## config.mk

```make
export PLATFORM = sky130hd
export DESIGN_NAME = dkdr_cell
export DESIGN_NICKNAME = d
export VERILOG_FILES = /design/src/design/dkdr_pkg.sv /design/src/design/dkdr_cell.sv
export SDC_FILE = /design/constraint.sdc
export NUM_CORES = 1
export LEC_CHECK = 0
export BUFFER_PORTS_ARGS = -buffer_cell sky130_fd_sc_hd__buf_2
export CORE_AREA = 2 2 159 161
export DETAILED_ROUTE_END_ITERATION = 16
export DIE_AREA = 0 0 161 163
export SLEW_MARGIN = 20
export SYNTH_ARGS = -nofsm -noshare
export SYNTH_HDL_FRONTEND = slang
export SYNTH_SLANG_ARGS = --single-unit
```

## constraint.sdc

```tcl
create_clock -name clock -period 2.2 [get_ports clock]
set_input_delay 0.44 -clock clock [delete_from_list [all_inputs] [get_ports clock]]
set_output_delay 0.44 -clock clock [all_outputs]
set_load 0.005 [all_outputs]
```

## src/design/dkdr_pkg.sv

```systemverilog
// Shared constants, payload types and cell bus types for the display registry.
`timescale 1ns / 1ps
`default_nettype none
package dkdr_pkg;

   localparam int DEPTH   = 64;
   localparam int SLOT_W  = $clog2(DEPTH);
   localparam int USED_W  = $clog2(DEPTH + 1);
   localparam int KEY_W   = 31;
   localparam int TYPE_W  = 8;
   localparam int INDEX_W = 6;
   localparam int COUNT_W = 16;
   localparam int CMD_W   = 2;
   localparam int STAT_W  = 2;

   typedef logic [CMD_W-1:0]  cmd_type;
   typedef logic [STAT_W-1:0] status_type;

   localparam cmd_type CMD_FETCH_SERIAL = 2'd0;
   localparam cmd_type CMD_FETCH_NUMBER = 2'd1;
   localparam cmd_type CMD_RECONCILE    = 2'd2;

   localparam status_type STAT_FOUND    = 2'd0;
   localparam status_type STAT_CREATED  = 2'd1;
   localparam status_type STAT_UPDATED  = 2'd2;
   localparam status_type STAT_REJECTED = 2'd3;

   typedef struct packed {
      cmd_type             cmd;
      logic [KEY_W-1:0]    lookup_key;
      logic [KEY_W-1:0]    serial_number;
      logic [KEY_W-1:0]    display_number;
      logic [TYPE_W-1:0]   display_type;
   } req_payload_type;

   typedef struct packed {
      logic [INDEX_W-1:0]  entry_index;
      status_type          status;
      logic [KEY_W-1:0]    entry_serial;
      logic [KEY_W-1:0]    entry_number;
      logic [TYPE_W-1:0]   entry_type;
      logic [COUNT_W-1:0]  change_count;
   } rsp_payload_type;

   // search token that walks the cell row, collecting the hits
   typedef struct packed {
      logic                valid;
      logic                ser_en;
      logic [KEY_W-1:0]    ser_key;
      logic                num_en;
      logic [KEY_W-1:0]    num_key;
      logic                ser_hit;
      logic [SLOT_W-1:0]   ser_slot;
      logic [KEY_W-1:0]    ser_number;
      logic [TYPE_W-1:0]   ser_dtype;
      logic                num_hit;
      logic [SLOT_W-1:0]   num_slot;
      logic [KEY_W-1:0]    num_serial;
      logic [TYPE_W-1:0]   num_dtype;
   } token_type;

   // write broadcast: one full entry write plus one number unbind
   typedef struct packed {
      logic                pri_en;
      logic [SLOT_W-1:0]   pri_slot;
      logic [KEY_W-1:0]    pri_serial;
      logic [KEY_W-1:0]    pri_number;
      logic [TYPE_W-1:0]   pri_dtype;
      logic                sec_en;
      logic [SLOT_W-1:0]   sec_slot;
   } write_type;

endpackage
`default_nettype wire

```

## src/design/dkdr_cell.sv

```systemverilog
// One registry slot: stored entry, key compare and one stage of the search token.
`timescale 1ns / 1ps
`default_nettype none
module dkdr_cell (
   input  wire logic                        clock,
   input  wire logic                        reset,
   input  wire logic [dkdr_pkg::SLOT_W-1:0] cell_slot,
   input  wire dkdr_pkg::token_type         tok_prev,
   input  wire dkdr_pkg::write_type         write,
   output dkdr_pkg::token_type              tok_next
);

   logic                          valid_ff;
   logic [dkdr_pkg::KEY_W-1:0]    serial_ff;
   logic [dkdr_pkg::KEY_W-1:0]    number_ff;
   logic [dkdr_pkg::TYPE_W-1:0]   dtype_ff;
   dkdr_pkg::token_type           token_ff;
   dkdr_pkg::token_type           token_in;
   logic                          ser_match;
   logic                          num_match;

   assign ser_match = valid_ff && tok_prev.ser_en && (serial_ff == tok_prev.ser_key);
   assign num_match = valid_ff && tok_prev.num_en && (number_ff == tok_prev.num_key);

   always_comb begin
      token_in = tok_prev;
      // first match wins; keys are unique anyway
      if (ser_match && !tok_prev.ser_hit) begin
         token_in.ser_hit    = 1'b1;
         token_in.ser_slot   = cell_slot;
         token_in.ser_number = number_ff;
         token_in.ser_dtype  = dtype_ff;
      end
      if (num_match && !tok_prev.num_hit) begin
         token_in.num_hit    = 1'b1;
         token_in.num_slot   = cell_slot;
         token_in.num_serial = serial_ff;
         token_in.num_dtype  = dtype_ff;
      end
   end

   always_ff @(posedge clock) begin
      if (reset) begin
         valid_ff <= 1'b0;
         token_ff <= '0;
      end else begin
         token_ff <= token_in;
         if (write.pri_en && (write.pri_slot == cell_slot)) begin
            valid_ff <= 1'b1;
         end
      end
   end

   always_ff @(posedge clock) begin
      if (write.pri_en && (write.pri_slot == cell_slot)) begin
         serial_ff <= write.pri_serial;
         dtype_ff  <= write.pri_dtype;
      end
      // unbind and entry write never target the same slot
      if (write.sec_en && (write.sec_slot == cell_slot)) begin
         number_ff <= '0;
      end else if (write.pri_en && (write.pri_slot == cell_slot)) begin
         number_ff <= write.pri_number;
      end
   end

   assign tok_next = token_ff;

endmodule
`default_nettype wire

```

==> impl_metrics.csv, run 1 <==
group,metric,value,unit
pwr,p_clk_frac,0.417,
setup_path,worstSetupEndpoint,"tok_next[48]",
setup_path,reg2reg_to,"tok_next[48]",
placement,io_buffer_count,405,
synth,async_flop_share,0,
pwr,power.leakage,5.45,nW
clock_network,clock_latency,520,ps
outcome,outcome,"finished clean",
timing,tightest_slew,410,ps
timing,clock_skew,11.6,ps
placement,dp.cells,1473,
timing,setup_viol,0,
route,ant_nets,0,
synth,synth-compound-area-share,0.00224,
synth,synth_warnings,0,
setup_path,reg2regPathDepth,7,
final_layout,area_growth_syn_to_layout,38.3,%
synth,synth.area.mux_share,0.136,
synth,yosys.area.top_type,"dfxtp_1",
final_layout,drive_gt1_frac,0.404,
setup_path,end_kind,"flop",
floorplan,die-area,26200,sq um
synth,synth_fa_ha_area_frac,0,
pwr,switchingPower,0.00243,W
synth,synth-main-ff-cell,"dfxtp_1",
pwr,power,0.0100,W
floorplan,die_w,161,microns
synth,synthTopCellsByArea,"dfxtp_1, mux2i_1, edfxtp_1, nand2b_1, xor2_1",
final_layout,layout.nets,1427,
global_routing,first_global_vias,6724,
final_layout,final_area,12400,sq um
setup_path,critPathLaunch,"serial_ff[13]",
final_layout,fin_cells,1532,
timing,slew_viol_final,0,
global_routing,grt-ovfl-total,0,
floorplan,initial_utilization,0.362,
global_routing,grt_usage,0.193,
setup_path,reg2reg_slack,100,ps
clock_network,cts_tree,"done",
floorplan,coreArea,24700,sq um
pwr,ir_drop,0.584,mV
setup_path,critical_path_class,"flop to flop",
timing,relSlewSlack,0.724,
global_routing,grt_max_degree,78,
timing,max_clock_freq,477,MHz
route,dr.first_iter.drc_count,343,
clock_network,clkSinkCount,228,
setup_path,cp.arrival,2550,ps
placement,place_hpwl,20.3,mm
synth,synth_area,8930,sq um
route,vias,6805,
synth,synth_seq_cells,228,
setup_path,crit_fanout,11,
pwr,comb_power_share,0.111,
flow_run,max_cap_viol_count,0,
clock_network,clkTransAtPathRegs,60,ps
placement,placed_area,11300,sq um
synth,synthSimpleGateAreaFrac,0.198,
synth,synth_edf_count,39,
synth,synth-xor-area-share,0.0726,
global_routing,antenna_found_initial,7,
hold_path,hold_path_class,"input port to flop",
setup_path,rr_startpoint,"serial_ff[13]",
pwr,internal_power,0.00758,W
timing,setup_ws,103,ps
timing,rsz0062_at_grt,"yes",
clock_network,clk_path_buf_depth,3,
timing,timing.final.crit_share,0.953,
route,routed_wl,27.4,mm
global_routing,grt_first_pass_wirelength,38.6,mm
synth,yosysMostFrequentCell,"dfxtp_1",
route,wl_per_cell,17.9,microns
timing,holdWs,89.2,ps
clock_network,cts-root-buf,"clkbuf_16",
synth,synthCells,761,
route,drtPass1Iterations,4,
setup_path,start_kind,"flop",
synth,netlist_top_cells_count,"dfxtp_1, nand2b_1, mux2i_1",
synth,ys_seq_area_frac,0.555,
route,drcViolationCount,0,
floorplan,fp.dieH,163,microns
pwr,seqPwrFrac,0.472,
setup_path,worstPathRequired,2650,ps
pwr,p_per_area,810,nW/um^2
synth,synth_top_family_by_area,"simple AND/OR/NAND/NOR gates",
route,vias_per_cell,4.44,
synth,syn_avg_cell_area,11.7,sq um
placement,place_congestion,0.832,
placement,post-place-ws,-280,ps
synth,synth_nets,1010,
timing,min_period,2100,ps
synth,synth_top_area_frac,0.424,
floorplan,core.rowCount,58,
synth,netlist-cell-type-count,18,
clock_network,cts_made_buffers,26,
timing,hold_viol,0,
pwr,p_sw_frac,0.242,
clock_network,ctsHtreeMaxLevel,1,
floorplan,io_pins,406,
==> per-layer routing <==
metal,up-vias,wire length (microns),track usage
met2,288,13700,0.351
met5,-,13,0
met1,3149,10900,0.220
met3,38,2290,0.0586
met4,2,502,0.0524
li1,3328,-,-
==> power groups by stage <==
| stage | clock network, W | logic [W] | registers [W] |
|---|---|---|---|
| 6_report | 0.00417 | 0.00111 | 0.00473 |
| 5_1_grt | 0.00444 | 0.00123 | 0.00476 |
| 4_1_cts | 0.00427 | 0.00112 | 0.00474 |
| 3_5_place_dp | 0 | 0.00110 | 0.00482 |
| 3_3_place_gp | 0 | 0.00108 | 0.00482 |
| 2_1_floorplan | 0 | 0.000509 | 0.00479 |
==> worst max-delay path, cell delays in order, from the launching register on <==
cell       delay (ps)
edfxtp_1          420
xor2_1            180
nor4_2            390
nand4_1           230
nor3_4            240
buf_4             180
clkbuf_16         190
mux2i_1           190
==> cell families (layout without fill, tap and decap cells) <==
kind of cell,Yosys count,after routing
AOI/OAI and AO/OA,2,2
DFF,228,228
xor gates and xnor gates,74,74
other,0,4
buffers and inverters,42,479
and+or+nand+nor,294,294
muxes,121,121
==> sequential cells by signal, indices dropped and copies added, names as in the netlist <==
register and flops:
number_ff 31, dtype_ff 8, tok_next 157, serial_ff 31, valid_ff 1
==> what timing repair did <==
item,4_1_cts,5_1_grt
hold buffers,0,0
endpoints found under the setup margin,46,89
buffers inserted,0,4
gates resized for setup,5,5
cloned,0,3
pin swaps,2,4
==> area by class of cell <==
type | count | area [sq um]
diodes | 4 | 10.0
clock buffers | 40 | 786
clock inverters | 8 | 42.5
fillers | 2313 | 12300
multi-input cells | 491 | 3730
flip-flops and latches | 228 | 4950
well taps | 330 | 413
repair buffers | 431 | 2420
==> worst min-delay path by stage <==
| stage | slack (ps) | cells after the start | end | from |
|---|---|---|---|---|
| after floorplan | 460 | 2 | valid_ff | valid_ff |
| after CTS | 60 | 1 | serial_ff[13] | write[59] |
| final | 90 | 1 | serial_ff[5] | write[51] |
| after global routing | 70 | 1 | serial_ff[5] | write[51] |
| after detailed placement | 500 | 2 | tok_next[59] | number_ff[5] |
| after global placement | 490 | 2 | tok_next[59] | number_ff[5] |
==> stage by stage <==
| stage | utilization | TNS [ps] |
|---|---|---|
| 2_1_floorplan | - | 0 |
| 3_3_place_gp | 0.460 | -17090 |
| 3_5_place_dp | 0.460 | -18180 |
| 4_1_cts | 0.494 | 0 |
| 5_1_grt | 0.501 | -0.989 |
| 6_report | 0.501 | 0 |
==> cells in the final DEF, fill, tap and decap left out <==
| cell type | n |
|---|---|
| mux2i_1 | 121 |
| nand2_1 | 2 |
| clkbuf_16 | 31 |
| clkbuf_1 | 8 |
| inv_6 | 1 |
| xnor2_1 | 6 |
| clkbuf_8 | 4 |
| nor2b_1 | 65 |
| clkinv_1 | 2 |
| nor3_4 | 2 |
| diode_2 | 4 |
| edfxtp_1 | 39 |
| o21ba_2 | 2 |
| nor4_1 | 7 |
| xor2_1 | 68 |
| inv_4 | 1 |
| nor2_1 | 35 |
| nand4_1 | 6 |
| nor4_4 | 1 |
| clkinv_2 | 4 |
| dfxtp_1 | 189 |
| buf_12 | 11 |
| nand2b_1 | 164 |
| or2b_1 | 2 |
| buf_6 | 2 |
| buf_2 | 404 |
| nor4_2 | 10 |
| buf_4 | 11 |
Power figures use the tool's default switching activity.
==> run 2, diff against run 1 <==
--- a/config.mk
+++ b/config.mk
@@ -9,6 +9,7 @@
 export CORE_AREA = 2 2 159 161
 export DETAILED_ROUTE_END_ITERATION = 16
 export DIE_AREA = 0 0 161 163
+export PLACE_DENSITY = 0.76
 export SLEW_MARGIN = 20
 export SYNTH_ARGS = -nofsm -noshare
 export SYNTH_HDL_FRONTEND = slang
==> run 2 against run 1 <==
Effect of this change: maximum frequency fell by 1.4%; first-iteration DRC count rose by 24%; critical path depth did not move; worst hold slack got worse by 14 ps; clock skew fell by 0.98 ps; sequential power barely moved; design area rose by 0.37%; die area did not move; highest routed layer unchanged; cell count rose by 0.33%; core utilization rose by 0.19 points; combinational power barely moved; global-route usage fell by 0.075 points.
==> impl_metrics.csv, run 2 (synthesized netlist as in run 1, its figures left out) <==
group,metric,value,unit
outcome,outcome,"finished clean",
hold_path,hold_start,"write[59]",
route,wl_per_cell,17.2,microns
pwr,ir_drop,0.736,mV
clock_network,clock_latency,540,ps
pwr,power,0.0104,W
timing,timing.final.crit_share,0.967,
timing,min_period,2130,ps
clock_network,ctsHtreeMaxLevel,1,
setup_path,start_kind,"flop",
final_layout,largest_reg_flops,157,
final_layout,final_common_cell,"buf_2",
final_layout,layout.nets,1436,
final_layout,drive_gt1_frac,0.408,
timing,relSlewSlack,0.624,
clock_network,cts_tree,"done",
placement,post-place-ws,-212,ps
placement,dp.cells,1488,
route,vias_per_cell,4.45,
global_routing,grt_first_pass_wirelength,39.1,mm
route,dr.first_iter.drc_count,424,
placement,place_hpwl,20.1,mm
timing,hold_viol,0,
clock_network,clkTransAtPathRegs,60,ps
route,drcViolationCount,0,
timing,clock_skew,10.6,ps
timing,setup_tns,0,ps
route,wl_met3,2.12,mm
route,drtPass1Iterations,4,
route,wl_met2,13.3,mm
final_layout,fin_cells,1537,
route,routed.top_layer,"met5",
hold_path,hold_path_class,"input port to flop",
global_routing,antenna_found_initial,4,
timing,slew_viol_final,0,
timing,tightest_slew,564,ps
clock_network,cts-root-buf,"clkbuf_16",
setup_path,end_kind,"flop",
floorplan,core.rowCount,58,
clock_network,clk_path_buf_depth,3,
clock_network,cts_made_buffers,25,
final_layout,utilization,0.503,
global_routing,grt_usage,0.192,
placement,place_congestion,0.851,
global_routing,grt_max_degree,145,
floorplan,coreArea,24700,sq um
setup_path,critical_path_class,"flop to flop",
global_routing,first_global_vias,7101,
floorplan,io_pins,406,
pwr,p_per_area,836,nW/um^2
floorplan,initial_utilization,0.362,
floorplan,die-area,26200,sq um
setup_path,worstPathRequired,2660,ps
timing,max_clock_freq,470,MHz
floorplan,fp.dieH,163,microns
setup_path,rr_startpoint,"serial_ff[2]",
setup_path,crit_fanout,11,
clock_network,holdBufCountCts,0,
clock_network,clkSinkCount,228,
placement,io_buffer_count,405,
setup_path,cp.arrival,2580,ps
route,routed_wl,26.4,mm
final_layout,area_growth_syn_to_layout,38.8,%
final_layout,final_cell_mix,"buf_2, dfxtp_1, nand2b_1",
route,ant_nets,0,
global_routing,grt-ovfl-total,0,
flow_run,max_cap_viol_count,0,
pwr,power.leakage,5.52,nW
timing,setup_ws,73.0,ps
timing,rsz0062_at_grt,"yes",
route,wl_met1,10.1,mm
floorplan,die_w,161,microns
route,vias,6841,
timing,setup_viol,0,
setup_path,critPathLaunch,"serial_ff[2]",
[run 2: cell count changes in the layout (fill, tap and decap cells not counted), moves of 4 or more]
cell,previous run,this run
bufinv_16,0,4
clkbuf_1,8,3
buf_4,11,26
clkbuf_16,31,26
nor4_2,10,6
nor4_1,7,11
[run 2: final cells by class]
type	count	area, sq um
fill	2249	12300
sequential	228	4950
multi-input combinational	491	3700
timing repair buffer	441	2430
clock buffer	34	731
tap	330	413
clock inverter	11	168
antenna	2	5.00
[run 2: layer usage]
| layer | GRT usage | up-vias |
|---|---|---|
| met4 | 0.0617 | 4 |
| met2 | 0.357 | 279 |
| met3 | 0.0606 | 50 |
| met5 | 0 | - |
| li1 | - | 3350 |
| met1 | 0.208 | 3158 |
[run 2: path summary, 6_finish.rpt]
check / end / slack, ps / cells after the start
max: tok_next[60] / 70 / 7
max reg2reg: tok_next[60] / 70 / 7
min: serial_ff[13] / 70 / 1
min reg2reg: tok_next[80] / 500 / 2
[run 2: through the flow]
stage               cell area [sq um]  hold WS [ps]
floorplan                        8930           463
global placement                11500           488
detailed placement              11500           497
CTS                             12400          47.9
global route                    12400          49.2
finish                          12400          74.7
[run 2: critical path, cell delays in order (launching register included)]
cell,delay (ps)
edfxtp_1,420
xor2_1,240
nor4_2,350
nand4_1,230
nor3_4,250
buf_12,190
buf_4,160
mux2i_1,200
[run 2: repair_timing]
item                                    CTS  global route
endpoints found under the setup margin   42            83
buffers inserted                          0             2
pin swaps                                 0             2
gates resized for setup                   2             3
[run 2: where the power goes]
| part | internal [W] | total [W] | switching [W] | leakage (nW) |
|---|---|---|---|---|
| clock | 0.00280 | 0.00451 | 0.00172 | 0.445 |
| combinational | 0.000592 | 0.00112 | 0.000530 | 3.16 |
| sequential | 0.00454 | 0.00473 | 0.000189 | 1.92 |
==> run 3, diff against run 2 <==
==> constraint.sdc (replaced) <==
create_clock -name clock -period 2.4 [get_ports clock]
set_input_delay 0.48 -clock clock [delete_from_list [all_inputs] [get_ports clock]]
set_output_delay 0.48 -clock clock [all_outputs]
set_load 0.005 [all_outputs]
==> run 3 against run 2 <==
Effect of this change: die area did not move; sequential share of layout area up 0.49 points; clock power is 10% lower; power shrank 9.4%; cell count is 0.59% lower; maximum frequency decreased by 2.6%; count of clock-buffer cells in the layout rose by 2; critical path type unchanged.
==> impl_metrics.csv, run 3 (synthesized netlist as in run 1, its figures left out) <==
group,metric,value,unit
final_layout,multi_input_area,3670,sq um
timing,setup_ws,217,ps
final_layout,area_growth_syn_to_layout,37.2,%
final_layout,drive_gt1_frac,0.401,
timing,hold_viol,0,
clock_network,clkSinkCount,228,
clock_network,holdBufCountCts,0,
floorplan,coreArea,24700,sq um
timing,setup_viol,0,
timing,max_clock_freq,458,MHz
timing,tightest_slew,399,ps
setup_path,end_kind,"flop",
clock_network,ctsHtreeMaxLevel,1,
floorplan,fp.dieH,163,microns
placement,placed_area,11300,sq um
route,ant_nets,0,
floorplan,die_w,161,microns
route,drcViolationCount,0,
pwr,power.leakage,5.45,nW
clock_network,cts_tree,"done",
setup_path,crit_fanout,13,
setup_path,worstPathRequired,2840,ps
final_layout,final_common_cell,"buf_2",
route,dr.first_iter.drc_count,340,
floorplan,initial_utilization,0.362,
global_routing,grt_usage,0.190,
pwr,power,0.00939,W
setup_path,rr_startpoint,"number_ff[7]",
setup_path,cp_slowest_cell,"nor4_1",
global_routing,first_global_vias,7063,
pwr,p_per_area,767,nW/um^2
floorplan,die-area,26200,sq um
route,wl_per_cell,17.1,microns
floorplan,io_pins,406,
route,vias,6851,
timing,relSlewSlack,0.734,
global_routing,antenna_found_initial,4,
setup_path,critical_path_class,"flop to flop",
placement,io_buffer_count,405,
timing,timing.final.crit_share,0.910,
outcome,outcome,"finished clean",
route,vias_per_cell,4.48,
flow_run,max_cap_viol_count,0,
setup_path,cp_top_family,"simple AND/OR/NAND/NOR gates",
clock_network,clk_path_buf_depth,3,
placement,place_hpwl,20.1,mm
hold_path,hold_start,"write[64]",
setup_path,cp.arrival,2630,ps
setup_path,path_buf_inv,3,
clock_network,cts_made_buffers,26,
setup_path,cpPeakStageDelay,390,ps
clock_network,clock_latency,530,ps
clock_network,clkTransAtPathRegs,60,ps
clock_network,postCtsSetupRepairBufs,0,
global_routing,grt_max_degree,87,
pwr,ir_drop,0.578,mV
route,routed_wl,26.2,mm
timing,clock_skew,11.5,ps
placement,post-place-ws,-35.8,ps
final_layout,layout.nets,1424,
final_layout,seqCellArea,4950,sq um
clock_network,cts-root-buf,"clkbuf_16",
setup_path,start_kind,"flop",
timing,min_period,2180,ps
setup_path,critical_path.cell_chain,"xor2_1 -> nor4_1 -> buf_4 -> nand4_1 -> nor3_4 -> buf_12 -> buf_4 -> mux2i_1",
timing,slew_viol_final,0,
floorplan,core.rowCount,58,
setup_path,cpMostUsedCell,"buf_4",
hold_path,hold_path_class,"input port to flop",
clock_network,ctsResizeCount,0,
timing,holdWs,124,ps
global_routing,grt-ovfl-total,0,
final_layout,final_cell_mix,"buf_2, dfxtp_1, nand2b_1",
timing,rsz0062_at_grt,"no",
global_routing,grt_first_pass_wirelength,38.4,mm
final_layout,final_area,12300,sq um
final_layout,fillers,2276,
placement,place_congestion,0.861,
route,drtPass1Iterations,4,
setup_path,critPathLaunch,"number_ff[7]",
final_layout,largest_reg_flops,157,
==> run 3: cell count changes in the layout (fill, tap and decap cells not counted), moves of 2 or more <==
cell and delta:
clkbuf_16 +3, buf_4 -11, bufinv_16 -3, nor4_2 -5, clkinv_4 +2, buf_12 -2
inv_4 +4, nor4_1 +5, clkinv_1 -2
==> run 3: layer usage <==
layer	track usage	share of wire	wire [microns]
met2	0.361	0.52	13600
met5	0	0.00050	13
met3	0.0512	0.079	2070
met1	0.206	0.38	9980
met4	0.0519	0.021	541
==> run 3: cell type report <==
| type | instances | share of cell area |
|---|---|---|
| diodes | 3 | 0.000613 |
| multi-input cells | 491 | 0.300 |
| clock buffers | 36 | 0.0646 |
| repair buffers | 428 | 0.188 |
| flip-flops and latches | 228 | 0.404 |
| well taps | 330 | 0.0337 |
| clock inverters | 12 | 0.00888 |
==> run 3: final timing paths <==
check	cells after the start	slack (ps)	endpoint
min reg2reg	2	500	tok_next[55]
min	1	120	serial_ff[18]
max	8	220	tok_next[11]
max reg2reg	8	220	tok_next[11]
==> run 3: per-stage QoR <==
step / utilization / setup TNS (ps) / instances
2_1_floorplan: - / 0 / 761
3_5_place_dp: 0.460 / -127 / 1477
5_1_grt: 0.496 / 0 / 1527
6_report: 0.497 / 0 / 1528
3_3_place_gp: 0.460 / -523 / 1477
4_1_cts: 0.496 / 0 / 1525
==> run 3: power by group <==
group / switching (W) / internal [W] / total (W)
clock network: 0.00162 / 0.00243 / 0.00406
logic: 0.000468 / 0.000534 / 0.00100
registers: 0.000170 / 0.00416 / 0.00433
total: 0.00226 / 0.00713 / 0.00939
